`config.mk`:
```
export PLATFORM = sky130hd
export DESIGN_NAME = tga_rle_pixel_decoder_core
export DESIGN_NICKNAME = d
export VERILOG_FILES = /design/src/tga_rle_pkg.sv /design/src/tga_rle_pixel_decoder_core.sv
export SDC_FILE = /design/constraint.sdc
export NUM_CORES = 1
export LEC_CHECK = 0
export ABC_CLOCK_PERIOD_IN_PS = 6100
export BUFFER_PORTS_ARGS = -buffer_cell sky130_fd_sc_hd__buf_2
export CAP_MARGIN = 20
export CORE_MARGIN = 8
export CORE_UTILIZATION = 40
export DETAILED_ROUTE_END_ITERATION = 8
export HOLD_SLACK_MARGIN = 0.08
export PLACE_DENSITY = 0.61
export SYNTH_ARGS = -nofsm -noshare
export SYNTH_HDL_FRONTEND = slang
export SYNTH_SLANG_ARGS = --single-unit
```
`constraint.sdc`:
```
create_clock -name clk_i -period 6.1 [get_ports clk_i]
set_clock_uncertainty 0.15 [all_clocks]
set_input_delay 0.61 -clock clk_i [delete_from_list [all_inputs] [get_ports clk_i]]
set_output_delay 0.61 -clock clk_i [all_outputs]
set_load 0.02 [all_outputs]
```
`src/tga_rle_pkg.sv`:
```
// Shared constants and types of the TGA run-length pixel decoder.
package tga_rle_pkg;

  localparam int unsigned CountW = 32;
  localparam int unsigned ByteW  = 8;
  localparam int unsigned CfgIdxW = 1;

  // Configuration register indexes.
  localparam logic [CfgIdxW-1:0] CfgAlphaEnable = 1'd0;
  localparam logic [CfgIdxW-1:0] CfgPixelCount  = 1'd1;

  // Packet header layout.
  localparam logic [ByteW-1:0] HdrLenMask = 8'h7f;
  localparam logic [ByteW-1:0] HdrRunFlag = 8'h80;

  typedef logic [1:0] byte_slot_t;

  // Position of the next byte within a pixel.
  localparam byte_slot_t SlotBlue  = 2'd0;
  localparam byte_slot_t SlotGreen = 2'd1;
  localparam byte_slot_t SlotRed   = 2'd2;
  localparam byte_slot_t SlotAlpha = 2'd3;

endpackage

```
`src/tga_rle_pixel_decoder_core.sv`:
```
// TGA true-color run-length pixel decoder: bytes in, pixels with repeat counts out.
//
// This block takes the compressed pixel stream of a TGA true-color image one
// byte per beat and returns one result beat for each completed pixel. A header
// byte opens a packet of (low 7 bits + 1) pixels, clamped to the pixels still
// missing in the image. A run packet yields one result whose repeat_res_o holds
// the packet length; a raw packet yields one result per literal pixel with a
// repeat of one. Pixels arrive as blue, green, red and, when alpha_enable is
// set, alpha; otherwise alpha_o reads 0. image_done_o marks the result that
// finishes the image, and the byte after it is the header of the next image.
// Every byte is decoded in the cycle it is accepted and its result, if any, is
// visible in the output register in the next cycle; the block takes one byte
// per cycle unless stalled. The single output register is the only buffering:
// a new byte is accepted whenever the output register is empty or is being
// drained in the same cycle. Writing pixel_count (index 1) reloads the pixel
// budget and drops any packet in progress; writing alpha_enable (index 0)
// takes effect at the next red byte. Configuration writes are always taken
// and should only be issued while the block is idle.
module tga_rle_pixel_decoder_core (
  input  logic                             clk_i,
  input  logic                             rst_ni,
  // Compressed byte stream.
  input  logic                             in_valid_i,
  output logic                             in_ready_o,
  input  logic [tga_rle_pkg::ByteW-1:0]    data_byte_i,
  // Decoded pixels.
  output logic                             out_valid_o,
  input  logic                             out_ready_i,
  output logic [tga_rle_pkg::ByteW-1:0]    blue_o,
  output logic [tga_rle_pkg::ByteW-1:0]    green_o,
  output logic [tga_rle_pkg::ByteW-1:0]    red_o,
  output logic [tga_rle_pkg::ByteW-1:0]    alpha_o,
  output logic [tga_rle_pkg::ByteW-1:0]    repeat_res_o,
  output logic                             image_done_o,
  // Configuration writes.
  input  logic                             cfg_valid_i,
  output logic                             cfg_ready_o,
  input  logic [tga_rle_pkg::CfgIdxW-1:0]  cfg_index_i,
  input  logic [tga_rle_pkg::CountW-1:0]   cfg_data_i
);
  import tga_rle_pkg::*;

  // Configuration.
  logic              alpha_enable_q;
  logic [CountW-1:0] pixel_count_q;   // Already clamped to at least one.

  // Decode state.
  logic [CountW-1:0] pixels_left_q, pixels_left_d;
  logic [ByteW-1:0]  packet_left_q, packet_left_d;
  logic              packet_is_run_q, packet_is_run_d;
  byte_slot_t        byte_slot_q, byte_slot_d;
  logic [ByteW-1:0]  gather_blue_q, gather_blue_d;
  logic [ByteW-1:0]  gather_green_q, gather_green_d;
  logic [ByteW-1:0]  gather_red_q, gather_red_d;

  // Output register.
  logic              out_valid_q;
  logic [ByteW-1:0]  blue_q, green_q, red_q, alpha_q, repeat_q;
  logic              done_q;

  logic              in_fire;
  logic              cfg_fire;
  logic              emit;
  logic [ByteW-1:0]  emit_red;
  logic [ByteW-1:0]  emit_alpha;
  logic [ByteW-1:0]  emit_repeat;
  logic              emit_done;

  // Header decode signals.
  logic [CountW-1:0] budget;
  logic [ByteW-1:0]  hdr_len;
  logic [ByteW-1:0]  pkt_len;

  assign cfg_ready_o = 1'b1;
  assign cfg_fire    = cfg_valid_i;
  assign in_ready_o  = !out_valid_q || out_ready_i;
  assign in_fire     = in_valid_i && in_ready_o;

  always_comb begin
    budget  = (pixels_left_q == '0) ? pixel_count_q : pixels_left_q;
    hdr_len = (data_byte_i & HdrLenMask) + ByteW'(1);
    if (budget < CountW'(hdr_len)) begin
      pkt_len = budget[ByteW-1:0];
    end else begin
      pkt_len = hdr_len;
    end
  end

  always_comb begin
    pixels_left_d   = pixels_left_q;
    packet_left_d   = packet_left_q;
    packet_is_run_d = packet_is_run_q;
    byte_slot_d     = byte_slot_q;
    gather_blue_d   = gather_blue_q;
    gather_green_d  = gather_green_q;
    gather_red_d    = gather_red_q;
    emit            = 1'b0;
    emit_red        = gather_red_q;
    emit_alpha      = '0;
    emit_repeat     = ByteW'(1);
    emit_done       = 1'b0;

    if (packet_left_q == '0) begin
      // Header byte: open a new packet.
      pixels_left_d   = budget - CountW'(pkt_len);
      packet_left_d   = pkt_len;
      packet_is_run_d = (data_byte_i & HdrRunFlag) != '0;
      byte_slot_d     = SlotBlue;
    end else begin
      case (byte_slot_q)
        SlotBlue: begin
          gather_blue_d = data_byte_i;
          byte_slot_d   = SlotGreen;
        end
        SlotGreen: begin
          gather_green_d = data_byte_i;
          byte_slot_d    = SlotRed;
        end
        SlotRed: begin
          gather_red_d = data_byte_i;
          emit_red     = data_byte_i;
          if (alpha_enable_q) begin
            byte_slot_d = SlotAlpha;
          end else begin
            emit = 1'b1;
          end
        end
        SlotAlpha: begin
          emit_alpha = data_byte_i;
          emit       = 1'b1;
        end
        default: begin
          byte_slot_d = SlotBlue;
        end
      endcase

      if (emit) begin
        byte_slot_d = SlotBlue;
        if (packet_is_run_q) begin
          emit_repeat   = packet_left_q;
          packet_left_d = '0;
        end else begin
          packet_left_d = packet_left_q - ByteW'(1);
        end
        emit_done = (packet_left_d == '0) && (pixels_left_q == '0);
      end
    end
  end

  always_ff @(posedge clk_i or negedge rst_ni) begin
    if (!rst_ni) begin
      alpha_enable_q  <= 1'b0;
      pixel_count_q   <= CountW'(1);
      pixels_left_q   <= CountW'(1);
      packet_left_q   <= '0;
      packet_is_run_q <= 1'b0;
      byte_slot_q     <= SlotBlue;
      out_valid_q     <= 1'b0;
    end else begin
      if (cfg_fire) begin
        if (cfg_index_i == CfgAlphaEnable) begin
          alpha_enable_q <= cfg_data_i[0];
        end else begin
          // Writing the pixel count restarts the image.
          pixel_count_q   <= (cfg_data_i == '0) ? CountW'(1) : cfg_data_i;
          pixels_left_q   <= (cfg_data_i == '0) ? CountW'(1) : cfg_data_i;
          packet_left_q   <= '0;
          packet_is_run_q <= 1'b0;
          byte_slot_q     <= SlotBlue;
        end
      end else if (in_fire) begin
        pixels_left_q   <= pixels_left_d;
        packet_left_q   <= packet_left_d;
        packet_is_run_q <= packet_is_run_d;
        byte_slot_q     <= byte_slot_d;
      end

      if (in_fire) begin
        out_valid_q <= emit;
      end else if (out_ready_i) begin
        out_valid_q <= 1'b0;
      end
    end
  end

  // Payload registers carry no reset.
  always_ff @(posedge clk_i) begin
    if (in_fire) begin
      gather_blue_q  <= gather_blue_d;
      gather_green_q <= gather_green_d;
      gather_red_q   <= gather_red_d;
      if (emit) begin
        blue_q   <= gather_blue_q;
        green_q  <= gather_green_q;
        red_q    <= emit_red;
        alpha_q  <= emit_alpha;
        repeat_q <= emit_repeat;
        done_q   <= emit_done;
      end
    end
  end

  assign out_valid_o  = out_valid_q;
  assign blue_o       = blue_q;
  assign green_o      = green_q;
  assign red_o        = red_q;
  assign alpha_o      = alpha_q;
  assign repeat_res_o = repeat_q;
  assign image_done_o = done_q;

`ifndef SYNTHESIS
  // A packet never holds more than 128 pixels.
  a_packet_bound: assert property (@(posedge clk_i) disable iff (!rst_ni)
    packet_left_q <= ByteW'(128))
    else $error("packet_left exceeds 128");

  // Pixel bytes are only gathered inside an open packet.
  a_slot_in_packet: assert property (@(posedge clk_i) disable iff (!rst_ni)
    (byte_slot_q != SlotBlue) |-> (packet_left_q != '0))
    else $error("pixel byte slot advanced outside a packet");

  // Every delivered pixel has a repeat count between 1 and 128.
  a_repeat_range: assert property (@(posedge clk_i) disable iff (!rst_ni)
    out_valid_o |-> (repeat_res_o != '0) && (repeat_res_o <= ByteW'(128)))
    else $error("repeat count out of range");

  // A result that finishes the image leaves no pixels and no packet pending.
  a_done_state: assert property (@(posedge clk_i) disable iff (!rst_ni)
    (in_fire && emit && emit_done && !cfg_fire) |=>
      (packet_left_q == '0) && (pixels_left_q == '0))
    else $error("image done with pixels still pending");
`endif

endmodule
```
Word-level counts from Yosys, hierarchy flattened --
Index checks and enable logic that the tools add are counted. Widths: inputs -> output; s select.
Word-level totals: bits in registers 142, bits in latches 0, RAM bits 0, bits in read-only memories 0, input bits 46, output and inout port bits 44, logic and storage cells 89, memories 0
Operators by class: add/sub/neg operators 3, multipliers 0, divide/modulo/power cells 0, order comparisons 1, equal/unequal tests 5, shift-type cells 0, multiplexer cells 34, bitwise gates (word level) 5, reductions and logical operators 25
Operator list (number):
- $mux 32 | 6
- $mux 8 | 11
- $logic_not 32->1 | 2
- $lt 32x8->1 | 1
- $sub 32x8->32 | 1
- $logic_not 8->1 | 2
- $mux 2 | 6
- $reduce_and 3->1 | 4
- $mux 1 | 9
- $add 7x1->8 const B | 1
- $sub 8x1->8 const B | 1
- $pmux 2 s3 | 1
- $reduce_and 2->1 | 3
- $reduce_bool 2->1 | 3
- $reduce_bool 6->1 | 1
- $ne 5x5->1 const B | 1
- $not 1->1 | 5
- $eq 2x2->1 const B | 2
- $reduce_and 4->1 | 1
- $reduce_or 2->1 | 2
- $reduce_bool 3->1 | 1
- $reduce_or 3->1 | 1
- $eq 2x1->1 const B | 1
- $logic_and 1x1->1 | 2
- other kinds (5) | 5

Depth between registers and ports, before layout --
depth in word-level cells 9, depth in mapped cells 27, depth with buffers taken out 24

Least setup slack after synthesis --
No wires, ideal clock.
path kind register -> register, from register pixels_left_q[24], to register pixels_left_q[29], library setup time 0.078 ns, arrival 5.630 ns, data required time 5.872 ns, path slack 0.242 ns, cell stages (with the launch flop) 24, path buffers 2, clock period less this slack 5.858 ns, cells stage by stage dfrtp_1 or4_4 nor3_4 and3_1 buf_4 clkbuf_1 a21o_1 ha_1 o21a_1 o21ai_0 a21oi_1 a221oi_1 o221a_2 nand2_4 mux2_4 ha_1 a21oi_1 o21ai_1 nor4_1 a21boi_1 nand4_2 or4_4 mux2_4 o21ai_1
On the way: cells in the longest elaborated chain, start to end 8
Ends and longest elaborated chain:
- from (decl) | RTL line tga_rle_pixel_decoder_core.sv:48 | logic [CountW-1:0] pixels_left_q, pixels_left_d;
- from (signal assigned) | RTL line tga_rle_pixel_decoder_core.sv:154 | pixels_left_q <= CountW'(1);
- from (signal assigned) | RTL line tga_rle_pixel_decoder_core.sv:166 | pixels_left_q <= (cfg_data_i == '0) ? CountW'(1) : cfg_data_i;
- from (signal assigned) | RTL line tga_rle_pixel_decoder_core.sv:172 | pixels_left_q <= pixels_left_d;
- $logic_not 32->1 | RTL line tga_rle_pixel_decoder_core.sv:80 | budget = (pixels_left_q == '0) ? pixel_count_q : pixels_left_q;
- $mux 32 (*) | RTL line tga_rle_pixel_decoder_core.sv:80
- $lt 32x8->1 | RTL line tga_rle_pixel_decoder_core.sv:82 | if (budget < CountW'(hdr_len)) begin
- $mux 8 | RTL line tga_rle_pixel_decoder_core.sv:82
- $sub 32x8->32 (*) | RTL line tga_rle_pixel_decoder_core.sv:105 | pixels_left_d = budget - CountW'(pkt_len);
- $mux 32 (*) | RTL line tga_rle_pixel_decoder_core.sv:103 | if (packet_left_q == '0) begin
- $mux 32 (*) | RTL line tga_rle_pixel_decoder_core.sv:171 | end else if (in_fire) begin
- $mux 32 (*) | RTL line tga_rle_pixel_decoder_core.sv:160 | if (cfg_fire) begin
Mark *: on every way between the ends. The rest lies on a longest branch, timed or not. The select of a mux whose other input is x is not followed. A chain may end at the register's enable or synchronous reset.

Final worst setup path --
from register pixels_left_q[25], to register pixels_left_q[29]
The elaborated chain is that of the path after synthesis.

==> metrics list <==
- Routability-driven placement finished with a final weighted congestion of 0.899.
- Sum of routed wire length over all layers: 22200 um
- Insertion delay to the later sink of the worst-skew pair: 0.44 ns
* Final core area utilization: 0.483
- In this run the static leakage power is 3.95 nW.
* Fraction of post-synthesis cell area in the top cell type by area: 0.251
- Number of search-and-repair iterations in the first detailed-routing pass: 6
* Post-synthesis average cell area: 9.65 um^2
- Worst max-slew margin expressed relative to the limit: 0.430
* Top-Level Pins: 90
- Setup tns final: 0 ns
* Worst Hold Margin: 0.242 ns
- Fmax: 0.172 GHz
* Launching element type of the critical path: register
- The clock net in this run drives a total of 142 sinks.
- edfxtp_1 takes more of the synthesized area than any other cell.
* Number of storage elements in the synthesis netlist: 142
* Vias post-DR: 6544
- Count of yosys warnings during synthesis: 0
- Largest net degree at the start of global routing: 58
* Met2 wire len: 9990 um
- The smallest clock period supported by the final layout is computed as 5.81 ns.
- Pin slew with the least headroom to its limit: 0.848 ns
* Setup Crit Path Kind: reg -> reg
- Arrival time of the worst setup path: 6.01 ns
- Die area: 24100 um^2
* Height of the die: 155 um
- The first global-routing pass estimated 35200 um of wire.
* Via count normalized by instance count: 5.52
- For this configuration, the core starts out at a cell density of 0.403.
- CTS tree: done
- Maximum number of buffers from clock root to sink: 2
- Peak supply drop: 0.000243 V
- Antenna violations before repair: 0
* Synth Flop Type: dfrtp_1
* Number of buffers created by CTS: 17
- Setup slack of the critical path after layout: 0.288 ns
* Die Wd: 155 um
- Non-filler instance count after layout: 1185
- Commonest cells after routing, fill and taps aside: 149 x nand2_1, 87 x buf_2, 75 x dfrtp_1, 65 x edfxtp_1, 55 x nor2_1
- Ratio of final minimum period to clock period: 0.953
* Mapped Nets: 874
- Remaining antenna violation count: 0
- The number of global-route vias before repair came to 6272.
- Top area cells in the synthesized netlist: edfxtp_1 25%, dfrtp_1 24%, nand2_1 7.2%, ha_1 3.5%, a21oi_1 3.3%
- Post-synthesis cell count: 805
* Endpoints failing setup: 0
- Total half-perimeter wirelength after legalization and detailed placement: 16100 um
- Area of the core: 19300 um^2
- The max-slew violation count is 0.
* Proportion of layout cells with a drive suffix above 1: 0.211
- Once placement completed, the tool counted placed cells totaling 1149.
* Clk pin slew, worst setup/hold paths: 0.07 ns
* EDFF count, synth: 65
* Sequential cell area fraction in the yosys report: 0.499
- Counting flops with an async set or reset pin after synthesis yields a share of 0.542.
- Nature of the critical path endpoint: register
- The run finished with clean final reports.
* # rows: 51
- Yosys mapped the design onto 72 distinct sky130hd cell types.
- Prior to clock tree synthesis, the placed netlist has a worst setup slack of 0.0221 ns.
* Wire length the detailed router placed on met1: 10200 um
- Power spread over the standard cell area amounts to 404 nW/um^2.
* Top layer used by detailed routing: met4
- Worst EP required: 6.30 ns
- The tool flagged a number of max-cap violations equal to 0.
- Total routing usage reported by global routing: 0.187
- # port buffers: 88
- Summed over all layers, the global routing overflow is 0.
- Of all nets on the critical path, the largest fanout is 7.
- H-tree depth: 4
- Wire length on met3: 1430 um
- Clk root buf: clkbuf_16
- Most frequent standard cell in the layout excluding fill and tap cells: nand2_1
- Placed standard-cell area: 8600 um^2
* Total non-filler cell area in the finished layout: 9310 um^2
* Unrepaired setup endpoints after global routing: no
- After the first detailed-routing iteration, the DRC count stood at 443.
- After detailed routing, the average wire length per cell comes to 18.7 um.
- For this run, design rule violations remaining after detail routing come to 0.
- The repair_antennas step left the layout with diodes totalling 0.
* Hold/Removal Path Class: in -> reg
- Post-layout nets: 976
- Final count of hold timing violations: 0
- Power Total: 3.76 mW
* Area growth from synthesis to layout: 19.8%
* Netlist area before placement: 7770 um^2
==> synth_stat cells, types with 4 or more instances <==
cell type,number
a21o_1,9
or4_1,5
o211ai_1,4
xor2_1,13
a21oi_1,51
nand3_1,13
nand2_1,149
nor4_1,23
o21ai_0,43
and3_1,26
o21a_1,5
a22oi_1,7
a211oi_1,5
mux2_2,10
nand2b_1,9
and2_1,6
a2111oi_0,4
clkbuf_1,30
mux2i_1,7
o22ai_1,5
o21ai_2,5
nor2_1,57
xnor2_1,13
mux2_4,6
nor3_1,27
ha_1,22
edfxtp_1,65
or3_1,12
dfrtp_1,75
a31oi_1,6
nand4_1,7
inv_1,26
==> what timing repair did <==
item                       CTS  global route
hold buffers                 1             0
setup endpoints to repair    2            19
setup buffers                0             2
resized for setup            1            10
pin swaps                    0             1
hold endpoints to repair    20             0
==> power breakdown <==
| part | switching, mW | leakage, nW | internal, mW |
|---|---|---|---|
| Clock | 0.497 | 0.299 | 0.559 |
| Combinational | 0.761 | 2.11 | 0.492 |
| Sequential | 0.215 | 1.54 | 1.24 |
| Total | 1.47 | 3.95 | 2.29 |
==> cell families after synthesis <==
family,share of synthesized area
simple gates,0.220
compound gates,0.143
flops,0.499
buf+inv,0.0316
xor+xnor,0.0293
mux,0.0383
fa+ha+maj,0.0380
other cells,0.000483
==> cell type report <==
type | instances | area, um^2
repair buffers | 118 | 683
inverters | 26 | 97.6
clock inverters | 15 | 181
clock buffers | 17 | 425
multi-input cells | 602 | 3710
fillers | 1898 | 9960
flip-flops and latches | 142 | 3880
well taps | 265 | 332
==> sequential cells by signal (all words and copies together), names as in the netlist <==
name and count:
pixel_count_q 32, pixels_left_q 32, alpha_o 8, blue_o 8, gather_blue_q 8, gather_green_q 8, gather_red_q 8, green_o 8
packet_left_q 8, red_o 8, repeat_res_o 8, byte_slot_q 2, alpha_enable_q 1, image_done_o 1, out_valid_o 1, packet_is_run_q 1
==> routing by layer <==
metal / vias up / GRT usage
li1: 3140 / -
met2: 212 / 0.275
met1: 3158 / 0.257
met5: - / 0
met3: 34 / 0.0455
met4: 0 / 0.0772
==> worst max-delay path, stage by stage (launching register included) <==
cell      delay (ns)
dfrtp_1         0.43
or4_4           0.60
nor3_4          0.16
and3_4          0.25
a21oi_1         0.12
inv_1           0.11
ha_1            0.25
a21o_1          0.18
a21o_1          0.17
a221oi_1        0.29
o221a_2         0.28
nand2_4         0.13
mux2i_4         0.29
ha_1            0.28
nor2b_1         0.13
o21ai_0         0.28
a21oi_1         0.20
a21boi_1        0.28
nand4_2         0.16
or4_4           0.55
mux2_4          0.30
o21ai_1         0.12
==> final timing paths <==
check	cells after the start	slack [ns]	startpoint	to
max	21	0.29	pixels_left_q[25]	pixels_left_q[29]
min	3	0.24	cfg_data_i[26]	pixel_count_q[26]
max reg2reg	21	0.29	pixels_left_q[25]	pixels_left_q[29]
min reg2reg	0	0.27	gather_blue_q[0]	blue_o[0]
max in group asynchronous	3	4.30	rst_ni	pixel_count_q[6]
min in group asynchronous	2	0.44	rst_ni	out_valid_o
(Power assumes the default switching activity.)
